**src/hw/rtl/sabg_pkg.sv**
```systemverilog
// ----------------------------------------------------------------------------
// sabg_pkg
// Shared widths, register index codes and sideband type of the snow albedo
// pipeline.
// ----------------------------------------------------------------------------
`default_nettype none

package sabg_pkg;

    localparam int unsigned DAY_W = 32;
    localparam int unsigned COS_W = 16;
    localparam int unsigned RAD_W = 24;
    localparam int unsigned ALB_W = 16;
    localparam int unsigned DEN_W = 58;
    localparam int unsigned Q_W   = 17;
    localparam int unsigned CFG_IDX_W  = 3;
    localparam int unsigned CFG_DATA_W = 32;

    typedef enum logic [CFG_IDX_W-1:0] {
        CFG_STORM_DAY = 3'd0,
        CFG_IR_BASE   = 3'd1,
        CFG_IR_SPAN   = 3'd2,
        CFG_VIS_BASE  = 3'd3,
        CFG_VIS_SPAN  = 3'd4
    } t_cfg_idx;

    // Flags and the 1 - cos(zenith) weight that ride along with each request.
    typedef struct packed {
        logic             err;
        logic             sun_down;
        logic [COS_W-1:0] w;
    } t_side;

endpackage

`default_nettype wire

```
**src/hw/rtl/sabg_front.sv**
```systemverilog
// ----------------------------------------------------------------------------
// sabg_front
// Elapsed time, time error and sun flags, then numerator and denominator of
// the grain growth quotient over three register stages.
// ----------------------------------------------------------------------------
`default_nettype none

module sabg_front (
    input  wire logic                           i_clk,
    input  wire logic                           i_rst_n,
    input  wire logic                           i_valid,
    output logic                                o_ready,
    input  wire logic [sabg_pkg::DAY_W-1:0]     i_sample_day,
    input  wire logic signed [sabg_pkg::COS_W-1:0] i_zenith_cosine,
    input  wire logic [sabg_pkg::DAY_W-1:0]     i_storm_day,
    output logic                                o_valid,
    input  wire logic                           i_ready,
    output logic [sabg_pkg::DEN_W-1:0]          o_num,
    output logic [sabg_pkg::DEN_W-1:0]          o_den,
    output sabg_pkg::t_side                     o_side
);
    import sabg_pkg::*;

    localparam int unsigned NS  = 3;
    localparam int unsigned T_W = 29;

    logic          r_v [NS];
    logic          go  [NS+1];

    logic [DAY_W:0]   n_diff;
    logic [T_W-1:0]   n_t;
    t_side            n_side;

    logic [T_W-1:0]   r0_t;
    t_side            r0_side;
    logic [DEN_W-1:0] r1_tt;
    logic [DEN_W-1:0] r1_lin;
    logic [T_W-1:0]   r1_tp;
    t_side            r1_side;
    logic [DEN_W-1:0] r2_num;
    logic [DEN_W-1:0] r2_den;
    t_side            r2_side;

    assign go[NS] = i_ready;
    for (genvar k = 0; k < NS; k++) begin : g_go
        assign go[k] = !r_v[k] || go[k+1];
    end

    always_comb begin
        n_diff = {1'b0, i_sample_day} - {1'b0, i_storm_day};
        // t in Q.12 is the elapsed time plus one day.
        n_t = {1'b0, n_diff[DAY_W-1:4]} + T_W'(4096);
        n_side.err = n_diff[DAY_W];
        n_side.sun_down = (i_zenith_cosine == '0) || i_zenith_cosine[COS_W-1];
        n_side.w = COS_W'(17'h08000 - {1'b0, i_zenith_cosine});
    end

    always_ff @(posedge i_clk) begin
        if (!i_rst_n) begin
            r_v[0] <= 1'b0;
            r_v[1] <= 1'b0;
            r_v[2] <= 1'b0;
        end else begin
            if (go[0]) r_v[0] <= i_valid;
            if (go[1]) r_v[1] <= r_v[0];
            if (go[2]) r_v[2] <= r_v[1];
        end
        if (go[0]) begin
            r0_t    <= n_t;
            r0_side <= n_side;
        end
        if (go[1]) begin
            r1_tt   <= {{T_W{1'b0}}, r0_t} * {{T_W{1'b0}}, r0_t};
            r1_lin  <= ({{T_W{1'b0}}, r0_t} << 12) + DEN_W'(2 << 24);
            r1_tp   <= r0_t + T_W'(4096);
            r1_side <= r0_side;
        end
        if (go[2]) begin
            r2_den  <= r1_tt + r1_lin;
            r2_num  <= {r1_tp, {(DEN_W-T_W){1'b0}}};
            r2_side <= r1_side;
        end
    end

    assign o_ready = go[0];
    assign o_valid = r_v[NS-1];
    assign o_num   = r2_num;
    assign o_den   = r2_den;
    assign o_side  = r2_side;

endmodule

`default_nettype wire

```
**config.mk**
```make
export PLATFORM = sky130hd
export DESIGN_NAME = sabg_front
export DESIGN_NICKNAME = d
export VERILOG_FILES = /design/src/hw/rtl/sabg_pkg.sv /design/src/hw/rtl/sabg_front.sv
export SDC_FILE = /design/constraint.sdc
export NUM_CORES = 2
export LEC_CHECK = 0
export BUFFER_PORTS_ARGS = -buffer_cell sky130_fd_sc_hd__buf_4
export CELL_PAD_IN_SITES_DETAIL_PLACEMENT = 0
export CELL_PAD_IN_SITES_GLOBAL_PLACEMENT = 2
export CORE_ASPECT_RATIO = 1.25
export CORE_MARGIN = 10
export CORE_UTILIZATION = 45
export CTS_CLUSTER_DIAMETER = 60
export CTS_CLUSTER_SIZE = 10
export DETAILED_ROUTE_END_ITERATION = 8
export PLACE_DENSITY_LB_ADDON = 0.08
export SYNTH_ARGS = -nofsm -noshare
export SYNTH_HDL_FRONTEND = slang
export SYNTH_SLANG_ARGS = --single-unit
```
**constraint.sdc**
```tcl
create_clock -name i_clk -period 14.3 [get_ports i_clk]
set_input_delay 1.43 -clock i_clk [delete_from_list [all_inputs] [get_ports i_clk]]
set_output_delay 1.43 -clock i_clk [all_outputs]
set_load 0.01 [all_outputs]
```
### Word level (Yosys, flattened, before mapping)

Memory sizes are Yosys's and may differ from the RTL's.
Cells that the tools add are included.

* bits of input ports: 84
* memories: 1
* ROM bits: 0
* latch bits: 0
* output and inout bits: 136
* memory bits (writable): 3
* register bits: 315

* shifts and indexed selects: 0
* divide/modulo/power cells: 0
* multipliers: 1
* reduce and logical (&&, ||, !) cells: 8
* bitwise gates (word level): 3
* $lt $le $gt $ge: 0
* $add $sub $neg: 6
* muxes and demuxes: 13
* eq/ne operators: 0

Memories
* r_v: words 3, width 1, rd ports 3, clocked after Yosys merged registers in 0, wr ports 3, RTL line sabg_front.sv:27 `logic r_v [NS];`

Operator list (number)
* $add A58 B58 Y58: 1
* $mul A29 B29 Y58: 1
* $add A41 B26 Y42 const B: 1
* $sub A32 B32 Y33: 1
* $add A28 B13 Y29 const B: 1
* $add A29 B13 Y29 const B: 1
* $logic_not A16 Y1: 1
* $sub A16 B16 Y16 const A: 1
* $mux W1: 13
* $logic_or A1 B1 Y1: 4
* $logic_not A1 Y1: 3
* $or A1 B1 Y1: 3

### Longest topological paths before layout

An unclocked memory read counts as a cell.

* word-level depth: 9
* gate-level depth with buffers: 33
* gate-level depth less buffers: 30

### Least setup slack after synthesis

No wires, ideal clock.

* path type: register to register
* start: reg r0_t[15]
* end: reg r1_tt[54] (data pin)
* arrival time: 7609 ps
* slack: 6432 ps
* setup time: 259 ps
* required time: 14041 ps
* stages on the path, launching flop included: 31
* cell sequence: edfxtp_1 > clkbuf_1 > clkbuf_1 > nand2_1 > fa_1 > inv_1 > fa_1 > inv_1 > fa_1 > inv_1 > fa_1 > inv_1 > fa_1 > inv_1 > fa_1 > fa_1 > inv_1 > fa_1 > inv_1 > ha_1 > clkbuf_1 > nand4_1 > or4_1 > nor2_1 > o31ai_1 > nand3_1 > a311o_1 > a31oi_4 > o21ai_2 > nor4b_2 > a211o_1

* longest elaborated chain between the ends: 1

Ends and longest elaborated chain
* start, declared: RTL line sabg_front.sv:34 `logic [T_W-1:0] r0_t;`
* start signal, assigned: RTL line sabg_front.sv:69 `r0_t <= n_t;`
* $mul A29 B29 Y58: RTL line sabg_front.sv:73 `r1_tt <= {{T_W{1'b0}}, r0_t} * {{T_W{1'b0}}, r0_t};`
* end signal, assigned: RTL line sabg_front.sv:73
* end, declared: RTL line sabg_front.sv:36 `logic [DEN_W-1:0] r1_tt;`

Every way passes these cells.
A chain may end at the register's enable or synchronous reset.

### Final worst setup path

* start: reg r0_t[6]
* end: reg r1_tt[55] (data pin)

Same word-level chain as after synthesis.

==> results.cfg <==
[run]
max_cap_violations = 0

[critical_path]
critPathTopFamily = adder cells
critPathBufInv = 6
critPathKind = reg -> reg
regToRegEndpoint = r1_tt[55]
worstPathMaxFanout = 25
crit_path_start_kind = flop
required_ps = 14600
cpPeakStageDelay_ps = 930
cp-startpoint = r0_t[6]
cp_common_cell = fa_1
worstPathArrival_ps = 10090
critPathSlowestCell = a221oi_1
reg2reg_depth = 27
rrSetupSlack_ps = 4510
endpoint_kind = flop
rr_startpoint = r0_t[6]

[finish]
nets = 4859
layout-drive-gt1-share_pct = 7.89
fill_cells = 7799
area_growth_pct = 9.52

[timing]
period_share_pct = 68.5
setup_viol = 0
finalCriticalPeriod_ps = 9790
setup_tns_ps = 0
skew_ps = 37.6
finalHoldViolations = 0
max_slew_margin_pct = 22.9
tightestPinTransition_ps = 1140
final_max_slew_viol_count = 0
rsz0062_at_grt = no
setup_slack_ps = 4510
clock.fmax_mhz = 102

[grt]
grt_use_total_pct = 21.7
grt_pass1_vias = 28064
antenna_found_initial = 1
grt_pass1_wl_um = 160000
grt_max_degree = 57
grt_overflow = 0

[synthesis]
yosysWarningCount = 0
synth_most_common_cell = inv_1
ys_ff_latch = 274
synthTopCellsByArea = fa_1 (35%), edfxtp_1 (22%), ha_1 (11%), inv_1 (8.9%), nand2_1 (3.4%)
async_flop_share_pct = 0
synthFlopType = edfxtp_1
synthDistinctLibCells = 75
synth_top_cell_by_area = fa_1
syn_inst = 3655
synth_top_area_share_pct = 34.9
synth_commonest_cells = inv_1 (888), fa_1 (651), nand2_1 (341), ha_1 (321), edfxtp_1 (274)
syn-cell-area_um2 = 37400
seq_area_frac_synth_pct = 22.0
synth-edff-count = 274
synth.avg_cell_area_um2 = 10.2

[drt]
drtIter0Drc = 1274
vias = 25096
detail_route.wl_per_cell_um = 21.0
dr.pass1.iters = 5
ant_nets = 0
drc = 0
drt-total-wl_um = 103000
via_per_inst = 5.13

[clocking]
post-cts-setup-buffers = 0
h-tree-depth = 2
numCtsBuffers = 37
cts_tree = done
clockBufferDepth = 3
clk_pin_slew_worst_paths_ps = 50
cts_sinks = 274
clock-root-buffer = clkbuf_16
cts_resized = 0
postCtsHoldBufs = 0
worstSkewPairLatency_ps = 590

[placement]
place_ws_ps = 4730
dp_hpwl_um = 82000
gp_congestion = 0.928
io_buffers = 189

[worst_hold_path]
hp-start = r0_side[13]
min_to = r1_side[13]
hp-class = reg -> reg
whs_path_depth = 0

[floorplan]
die_area_um2 = 95000
die_w_um = 278
ioPinCount = 220
core_region_area_um2 = 82700
die_h_um = 342
row_count = 118
start_util_pct = 45.2

[outcome]
status = finished, final reports clean
[sequential cells by signal, summed over array words and instances (netlist names)]
| register | cells |
|---|---|
| o_den | 57 |
| o_num | 28 |
| o_side | 18 |
| r0_side | 18 |
| r0_t | 29 |
| r1_lin | 18 |
| r1_side | 18 |
| r1_tp | 28 |
| r1_tt | 57 |
| r_v | 3 |
[per-stage QoR]
step	hold slack (ps)	cells	utilization (%)	area, um^2
global route	422	4894	49.5	40900
finish	416	4896	49.5	40900
detailed placement	405	4844	48.2	39800
CTS	415	4894	49.5	40900
global placement	401	4844	48.2	39800
floorplan	400	3684	-	37500
[final cells by class]
type                            instances  area, um^2  share of cell area, %
Inverter                              891        3350                   8.18
Sequential cell                       274        8230                   20.1
Antenna cell                            2        5.00                 0.0122
Multi-Input combinational cell       2374       25200                   61.6
Timing Repair Buffer                  225        1690                   4.13
Clock inverter                         11         145                  0.355
Tap cell                             1080        1350                   3.30
Clock buffer                           39         933                   2.28
[cell families after synthesis]
kind of cell,share of synthesized area [%]
other,0.0100
XOR/XNOR,4.38
flip-flops,22.0
AND/OR/NAND/NOR,10.3
adder cells (fa/ha/maj),45.6
AO/OA/AOI/OAI,6.56
multiplexers,0.298
buffers and inverters,10.8
[routing by layer]
metal | routed length [um] | share of wire [%] | vias up | GRT usage (%)
li1 | - | - | 11585 | -
met1 | 38800 | 38 | 12833 | 24.7
met2 | 55600 | 54 | 521 | 40.8
met3 | 3370 | 3.3 | 157 | 2.23
met4 | 4800 | 4.7 | 0 | 9.28
met5 | 0 | 0 | - | 0
[worst max path at each step]
stage | to | slack [ps] | cells after the start
after floorplan | r1_tt[54] | 6430 | 30
after global placement | r1_tt[55] | 4770 | 25
after detailed placement | r1_tt[55] | 4730 | 27
after CTS | r1_tt[55] | 4670 | 25
after global routing | r1_tt[55] | 4250 | 25
final | r1_tt[55] | 4510 | 27
[layout by cell type, fill, tap and decap left out, types with 7 or more instances in the layout]
master       n
ha_1       321
o21a_1      13
a21o_1      58
fa_1       651
o211ai_1     7
o21ai_1      9
nand4_1     25
inv_1      886
a21oi_1    113
o21ai_0     56
xor2_1      72
buf_4      225
nor2b_1     23
conb_1      30
edfxtp_1   274
and4_1       8
a21boi_0     8
nor2_1     119
mux2i_1     10
and3_1      22
nand2_1    340
nand2b_1    16
nand3_1     32
o31ai_1      7
xnor2_1    115
and2_1     166
a31oi_1     14
clkbuf_16   37
nor3_1      22
o21bai_1    19
a211oi_1    13
a221oi_1     8
Power is not shown: default switching activity piles up to over one toggle a cycle in this logic, so the estimate is an artifact.
