`config.mk`:
```
export PLATFORM = sky130hd
export DESIGN_NAME = sabg_div
export DESIGN_NICKNAME = d
export VERILOG_FILES = /design/src/hw/rtl/sabg_pkg.sv /design/src/hw/rtl/sabg_div.sv
export SDC_FILE = /design/constraint.sdc
export NUM_CORES = 2
export LEC_CHECK = 0
export BUFFER_PORTS_ARGS = -buffer_cell sky130_fd_sc_hd__buf_2
export CAP_MARGIN = 20
export CORE_ASPECT_RATIO = 1.1
export CORE_UTILIZATION = 51
export CTS_CLUSTER_DIAMETER = 60
export DETAILED_ROUTE_END_ITERATION = 12
export HOLD_SLACK_MARGIN = 0.06
export PLACE_DENSITY = 0.67
export SYNTH_ARGS = -nofsm -noshare
export SYNTH_HDL_FRONTEND = slang
export SYNTH_SLANG_ARGS = --single-unit
```
`constraint.sdc`:
```
create_clock -name i_clk -period 25.6 [get_ports i_clk]
set_input_delay 3.84 -clock i_clk [delete_from_list [all_inputs] [get_ports i_clk]]
set_output_delay 3.84 -clock i_clk [all_outputs]
set_load 0.01 [all_outputs]
```
`src/hw/rtl/sabg_pkg.sv`:
```
// ----------------------------------------------------------------------------
// sabg_pkg
// Shared widths, register index codes and sideband type of the snow albedo
// pipeline.
// ----------------------------------------------------------------------------
`default_nettype none

package sabg_pkg;

    localparam int unsigned DAY_W = 32;
    localparam int unsigned COS_W = 16;
    localparam int unsigned RAD_W = 24;
    localparam int unsigned ALB_W = 16;
    localparam int unsigned DEN_W = 58;
    localparam int unsigned Q_W   = 17;
    localparam int unsigned CFG_IDX_W  = 3;
    localparam int unsigned CFG_DATA_W = 32;

    typedef enum logic [CFG_IDX_W-1:0] {
        CFG_STORM_DAY = 3'd0,
        CFG_IR_BASE   = 3'd1,
        CFG_IR_SPAN   = 3'd2,
        CFG_VIS_BASE  = 3'd3,
        CFG_VIS_SPAN  = 3'd4
    } t_cfg_idx;

    // Flags and the 1 - cos(zenith) weight that ride along with each request.
    typedef struct packed {
        logic             err;
        logic             sun_down;
        logic [COS_W-1:0] w;
    } t_side;

endpackage

`default_nettype wire

```
`src/hw/rtl/sabg_div.sv`:
```
// ----------------------------------------------------------------------------
// sabg_div
// Pipelined restoring divider, one quotient bit per stage, for the grain
// growth quotient. The quotient never exceeds 65536.
// ----------------------------------------------------------------------------
`default_nettype none

module sabg_div (
    input  wire logic                    i_clk,
    input  wire logic                    i_rst_n,
    input  wire logic                    i_valid,
    output logic                         o_ready,
    input  wire logic [sabg_pkg::DEN_W-1:0] i_num,
    input  wire logic [sabg_pkg::DEN_W-1:0] i_den,
    input  sabg_pkg::t_side              i_side,
    output logic                         o_valid,
    input  wire logic                    i_ready,
    output logic [sabg_pkg::Q_W-1:0]     o_quot,
    output sabg_pkg::t_side              o_side
);
    import sabg_pkg::*;

    localparam int unsigned TR_W = DEN_W + Q_W + 1;

    logic             r_v    [Q_W];
    logic             go     [Q_W+1];
    logic [DEN_W-1:0] r_rem  [Q_W];
    logic [DEN_W-1:0] r_den  [Q_W];
    logic [Q_W-1:0]   r_q    [Q_W];
    t_side            r_side [Q_W];

    assign go[Q_W] = i_ready;

    for (genvar j = 0; j < Q_W; j++) begin : g_stage
        localparam int unsigned K = Q_W - 1 - j;

        logic             v_in;
        logic [DEN_W-1:0] rem_in;
        logic [DEN_W-1:0] den_in;
        logic [Q_W-1:0]   q_in;
        t_side            side_in;
        logic [TR_W-1:0]  trial;

        if (j == 0) begin : g_first
            assign v_in    = i_valid;
            assign rem_in  = i_num;
            assign den_in  = i_den;
            assign q_in    = '0;
            assign side_in = i_side;
        end else begin : g_next
            assign v_in    = r_v[j-1];
            assign rem_in  = r_rem[j-1];
            assign den_in  = r_den[j-1];
            assign q_in    = r_q[j-1];
            assign side_in = r_side[j-1];
        end

        assign go[j] = !r_v[j] || go[j+1];
        // The top bit is the borrow: set when the remainder is below den << K.
        assign trial = {{(Q_W+1){1'b0}}, rem_in} - ({{(Q_W+1){1'b0}}, den_in} << K);

        always_ff @(posedge i_clk) begin
            if (!i_rst_n) begin
                r_v[j] <= 1'b0;
            end else if (go[j]) begin
                r_v[j] <= v_in;
            end
            if (go[j]) begin
                r_den[j]  <= den_in;
                r_side[j] <= side_in;
                if (!trial[TR_W-1]) begin
                    r_rem[j] <= trial[DEN_W-1:0];
                    r_q[j]   <= {q_in[Q_W-2:0], 1'b1};
                end else begin
                    r_rem[j] <= rem_in;
                    r_q[j]   <= {q_in[Q_W-2:0], 1'b0};
                end
            end
        end
    end

    assign o_ready = go[0];
    assign o_valid = r_v[Q_W-1];
    assign o_quot  = r_q[Q_W-1];
    assign o_side  = r_side[Q_W-1];

endmodule

`default_nettype wire

```
Word-level counts from Yosys, hierarchy flattened:

Memories as Yosys holds them, arrays and structs flattened.
Cells that the tools add are included.

* register bits: 0
* RAM bits: 2584
* word-level logic and storage cells: 329
* memories kept: 5

* add/subtract/negate cells: 17
* bitwise logic cells: 51
* muxes and demuxes: 222
* reduce and logical (&&, ||, !) cells: 34

Memory list
* r_den: depth 17, width 58, read ports 16, clocked after memory_dff 0, wr ports 17, RTL line sabg_div.sv:28 `logic [DEN_W-1:0] r_den [Q_W];`
* r_rem: depth 17, width 58, read ports 16, clocked after memory_dff 0, wr ports 17, RTL line sabg_div.sv:27 `logic [DEN_W-1:0] r_rem [Q_W];`
* r_side: depth 17, width 18, read ports 17, clocked after memory_dff 0, wr ports 17, RTL line sabg_div.sv:30 `t_side r_side [Q_W];`
* r_q: depth 17, width 17, read ports 17, clocked after memory_dff 0, wr ports 17, RTL line sabg_div.sv:29 `logic [Q_W-1:0] r_q [Q_W];`
* r_v: depth 17, width 1, read ports 17, clocked after memory_dff 0, wr ports 17, RTL line sabg_div.sv:25 `logic r_v [Q_W];`

Operator list (count)
* 2-to-1 mux 58 bit: 17
* 2-to-1 mux 17 bit: 17
* 2-to-1 mux 1 bit: 188
* subtractor 58 x 74 -> 75 bit: 1
* subtractor 58 x 73 -> 74 bit: 1
* subtractor 58 x 72 -> 73 bit: 1
* subtractor 58 x 71 -> 72 bit: 1
* subtractor 58 x 70 -> 71 bit: 1
* subtractor 58 x 69 -> 70 bit: 1
* subtractor 58 x 68 -> 69 bit: 1
* subtractor 58 x 67 -> 68 bit: 1
* subtractor 58 x 66 -> 67 bit: 1
* subtractor 58 x 65 -> 66 bit: 1
* subtractor 58 x 64 -> 65 bit: 1
* subtractor 58 x 63 -> 64 bit: 1
* subtractor 58 x 62 -> 63 bit: 1
* subtractor 58 x 61 -> 62 bit: 1
* subtractor 58 x 60 -> 61 bit: 1
* subtractor 58 x 59 -> 60 bit: 1
* subtractor 58 x 58 -> 59 bit: 1
* OR 1 bit: 51
* logical NOT 1 bit: 17
* logical OR 1 bit: 17

Logic depth before layout (Yosys ltp):

An unclocked memory read counts as a cell.

* depth after elaboration: 23
* depth in mapped cells: 18

Least setup slack after synthesis:

No wires, ideal clock.

* path kind: input to output
* from: in i_ready
* to: out o_ready
* setup slack: 3.934 ns
* arrival: 17.826 ns
* path buffers: 1
* stages: 11
* cell sequence: and2b_1 > and2_1 > inv_1 > nor2_2 > inv_1 > nor3_1 > and2_1 > buf_2 > nand2_1 > nor2_1 > nand3_1

RTL lines
* start, declared: RTL line sabg_div.sv:17 `input wire logic i_ready,`
* end, declared: RTL line sabg_div.sv:12 `output logic o_ready,`

==> results.txt <==
Yosys cell types: 107
fin worst setup slack: 13.12 ns
register area share after synthesis: 56.14%
Worst Hold Endpoint: r_q[9][2]
grt ovf: 0
r2r setup slk: 19.49 ns
clk_lat worst skew: 0.92 ns
number of antenna violations at the first check in global routing: 8
DRC violation total after the first TritonRoute iteration: 5119
DP Worst Slack: 13.07 ns
largest net degree at the start of global routing: 96
Avg Inst Size Synth: 11.51 um^2
Slew Limit Fails: 0
CTS clk-pin slew, worst paths: 0.06 ns
violated checks: DRC
top post-synthesis cells by area: edfxtp_1, ha_1, a21oi_1
CP max FO: 41
Synth Flop Type: edfxtp_1
setup violators final: 0
layout cells sized above 1: 8.376%
Total GRT Usage: 20.17%
Post-Route WL: 252500 um
VDD IR-drop max: 0.05841 mV
Layout Cells excl Fill: 14.51k
die span in x: 473.5 um
Initial Util: 51.23%
CTS buffer count: 248
P&R area growth vs syn: 9.969%
vias in the first global route: 80.97k
Internal Power: 7.181 mW
clock share of power: 36.5%
Final Net Count: 12.02k
complex-gate fraction of the synthesized area: 14.93%
CP Buf/Inv Count: 4
Inst Count DP: 14.03k
status: finished with violations
Ys Warns: 0
Ports: 175
IO buf count: 174
Switching Power: 2.467 mW
Clock Skew: 0.07599 ns
remaining antenna violation count: 0
H-tree depth: 4
clock sinks: 2332
CTS root buf: clkbuf_16
via count: 79.80k
worst reg2reg endpoint: r_rem[0][20]
CP startpoint kind: primary input
TNS Setup: 0 ns
RSZ-0062 raised after global routing: no
worst setup path class: primary input to output port
worst r2r src: r_v[16]
final RePlAce weighted congestion: 0.9358
maxcap violations: 0
Worst EP arrival: 8.64 ns
largest family of logic cells by synthesized area: compound AO/OA/AOI/OAI gates
Post-Synth XOR/XNOR Area: 4.832%
Final Hold Fails: 0
Yosys reg bits: 2332
DRT Pass-1 Iters: 10
via/cell ratio: 5.501
CTS tree: done
R2R cell count: 14
area leader, netlist: edfxtp_1
P per Cell Area: 70.35 nW/um^2
Least-Margin Pin Slew: 1.064 ns
Syn Nets: 11.84k
Mapped Area: 124700 um^2
cell type group with the largest total delay on the critical path: simple AND/OR/NAND/NOR gates
Final period util: 48.76%
Worst Hold Path Cells: 0
CP endpoint kind: output port
Mapped Cells: 10.83k
Post-Synth Simple-Gate Area: 8.967%
placed inst area: 129000 um^2
power share of the combinational group: 16.1%
drt drc: 2
clock buffer depth: 4
sw frac: 25.57%
CP required: 21.76 ns
Post-Layout Inst Area: 137100 um^2
wire per inst: 17.41 um
fin crit period: 12.48 ns
sequential share of power: 47.4%
Slew HR: 29.06%
# hold bufs at CTS: 0
Slowest-stage cell, CP: nor3_1
Post-synth ARST share: 0%
maximum clock rate: 80.12 MHz
die height: 520.6 um
hold_sp: r_q[8][1]
post-synthesis mux area share: 2.201%
FP Rows: 190
Post-Synth Adder-Cell Area: 8.775%
Post-CTS Resized: 0
Final Power: 9.648 mW
core area: 243400 um^2
die area: 246500 um^2
Post-CTS Setup Inserts: 0
max incr delay on CP: 0.85 ns
Post-synth EDFFs: 2330
dpl hpwl: 195600 um
first-pass GRT wire length: 404900 um
CP cell instances: buf_2 > and2b_1 > and2_1 > inv_6 > nor2_2 > inv_6 > nor3_1 > and2_1 > nand2_4 > nor2_1 > nand3_4 > buf_2
P_leak: 58.50 nW
worst min path class: flop to flop
share of Yosys cell area claimed by the top area cell type: 56.11%
metal layers:
metal	share of wire [%]	GRT usage [%]	vias up
met3	3.2	2.407	689
met2	52	37.97	1672
met5	0	0	-
met4	5.6	11.00	0
met1	39	21.78	37260
li1	-	-	40180
cells in the final DEF, fill, tap and decap left out, types with 98 or more instances in the layout:
cell          n
xor2_1      296
a21o_1      448
nor3_1       98
nand3_1     145
a21oi_1     848
o21bai_1    100
nor2_1      507
nand2b_1    124
nand4_1     133
inv_1      1029
nor2b_1     116
o21ai_0     833
edfxtp_1   2330
clkbuf_16   250
mux2_2      209
xnor2_1     392
ha_1        849
buf_2       174
nand2_1     920
o21a_1      105
worst reg2reg max path: cells and delay by family (launching register included):
| kind | cells | cell delay [ns] |
|---|---|---|
| compound gates | 2 | 0.53 |
| buf+inv | 3 | 0.71 |
| simple gates | 9 | 4.28 |
| flops | 1 | 0.33 |
layout make-up:
cell class | instances | area (um^2)
Fill cell | 20000 | 106300
Sequential cell | 2332 | 70010
Multi-Input combinational cell | 7170 | 49690
Clock buffer | 290 | 6446
Tap cell | 3264 | 4084
Inverter | 1041 | 3945
Clock inverter | 162 | 1642
Timing Repair Buffer | 227 | 1269
Antenna cell | 22 | 55.05
how the worst max path moves through the flow:
stage	startpoint	slack, ns	depth (start not counted)	endpoint
after floorplan	i_ready	3.93	11	o_ready
after global placement	i_ready	13.24	12	o_ready
after detailed placement	i_ready	13.07	12	o_ready
after CTS	i_ready	13.07	12	o_ready
after global routing	i_ready	12.73	12	o_ready
final	i_ready	13.12	12	o_ready
through the flow:
step / utilization [%] / hold WS [ns]
after detailed placement: 52.99 / 0.4045
after floorplan: - / 0.4003
after CTS: 56.31 / 0.4014
after global routing: 56.33 / 0.4173
final: 56.33 / 0.4013
after global placement: 52.99 / 0.4009
synthesized netlist by cell type, types with 22 or more instances:
library cell,count
edfxtp_1,2330
inv_1,1038
nand2_1,926
a21oi_1,850
ha_1,849
o21ai_0,833
nor2_1,507
a21o_1,448
xnor2_1,392
xor2_1,296
mux2_2,209
clkbuf_1,190
nand3_1,148
nand4_1,133
nand2b_1,124
nor2b_1,116
o21a_1,106
o21bai_1,100
nor3_1,98
a31oi_1,87
and3_1,87
o31ai_1,75
a211oi_1,74
buf_2,72
o211ai_1,56
and2_1,55
nor4_1,52
or2_2,37
o31a_1,36
o21ai_1,33
or3_1,32
a211o_1,24
a21boi_0,24
a221oi_1,22
and4_1,22
kinds of logic (layout without fill, tap and decap cells):
logic type                 count (synthesis)  count (layout)
AOI/OAI and AO/OA                       2984            2984
buffers and inverters                   1331            1720
and+or+nand+nor                         2388            2388
DFF                                     2332            2332
muxes                                    245             245
adders and majority gates                865             865
xor gates and xnor gates                 688             688
other                                      0              22
state kept, by name (all words and copies together), names as in the netlist:
register and flops:
r_side 306, r_q 153, r_den 928, r_rem 928, r_v 17
power groups by stage:
| stage | combinational [mW] | sequential (mW) | clock [mW] |
|---|---|---|---|
| after detailed placement | 1.53 | 4.66 | 0 |
| after floorplan | 1.20 | 4.59 | 0 |
| after global placement | 1.49 | 4.65 | 0 |
| final | 1.55 | 4.58 | 3.52 |
| after CTS | 1.54 | 4.58 | 3.63 |
| after global routing | 1.72 | 4.60 | 3.77 |
Power figures use the tool's default switching activity.
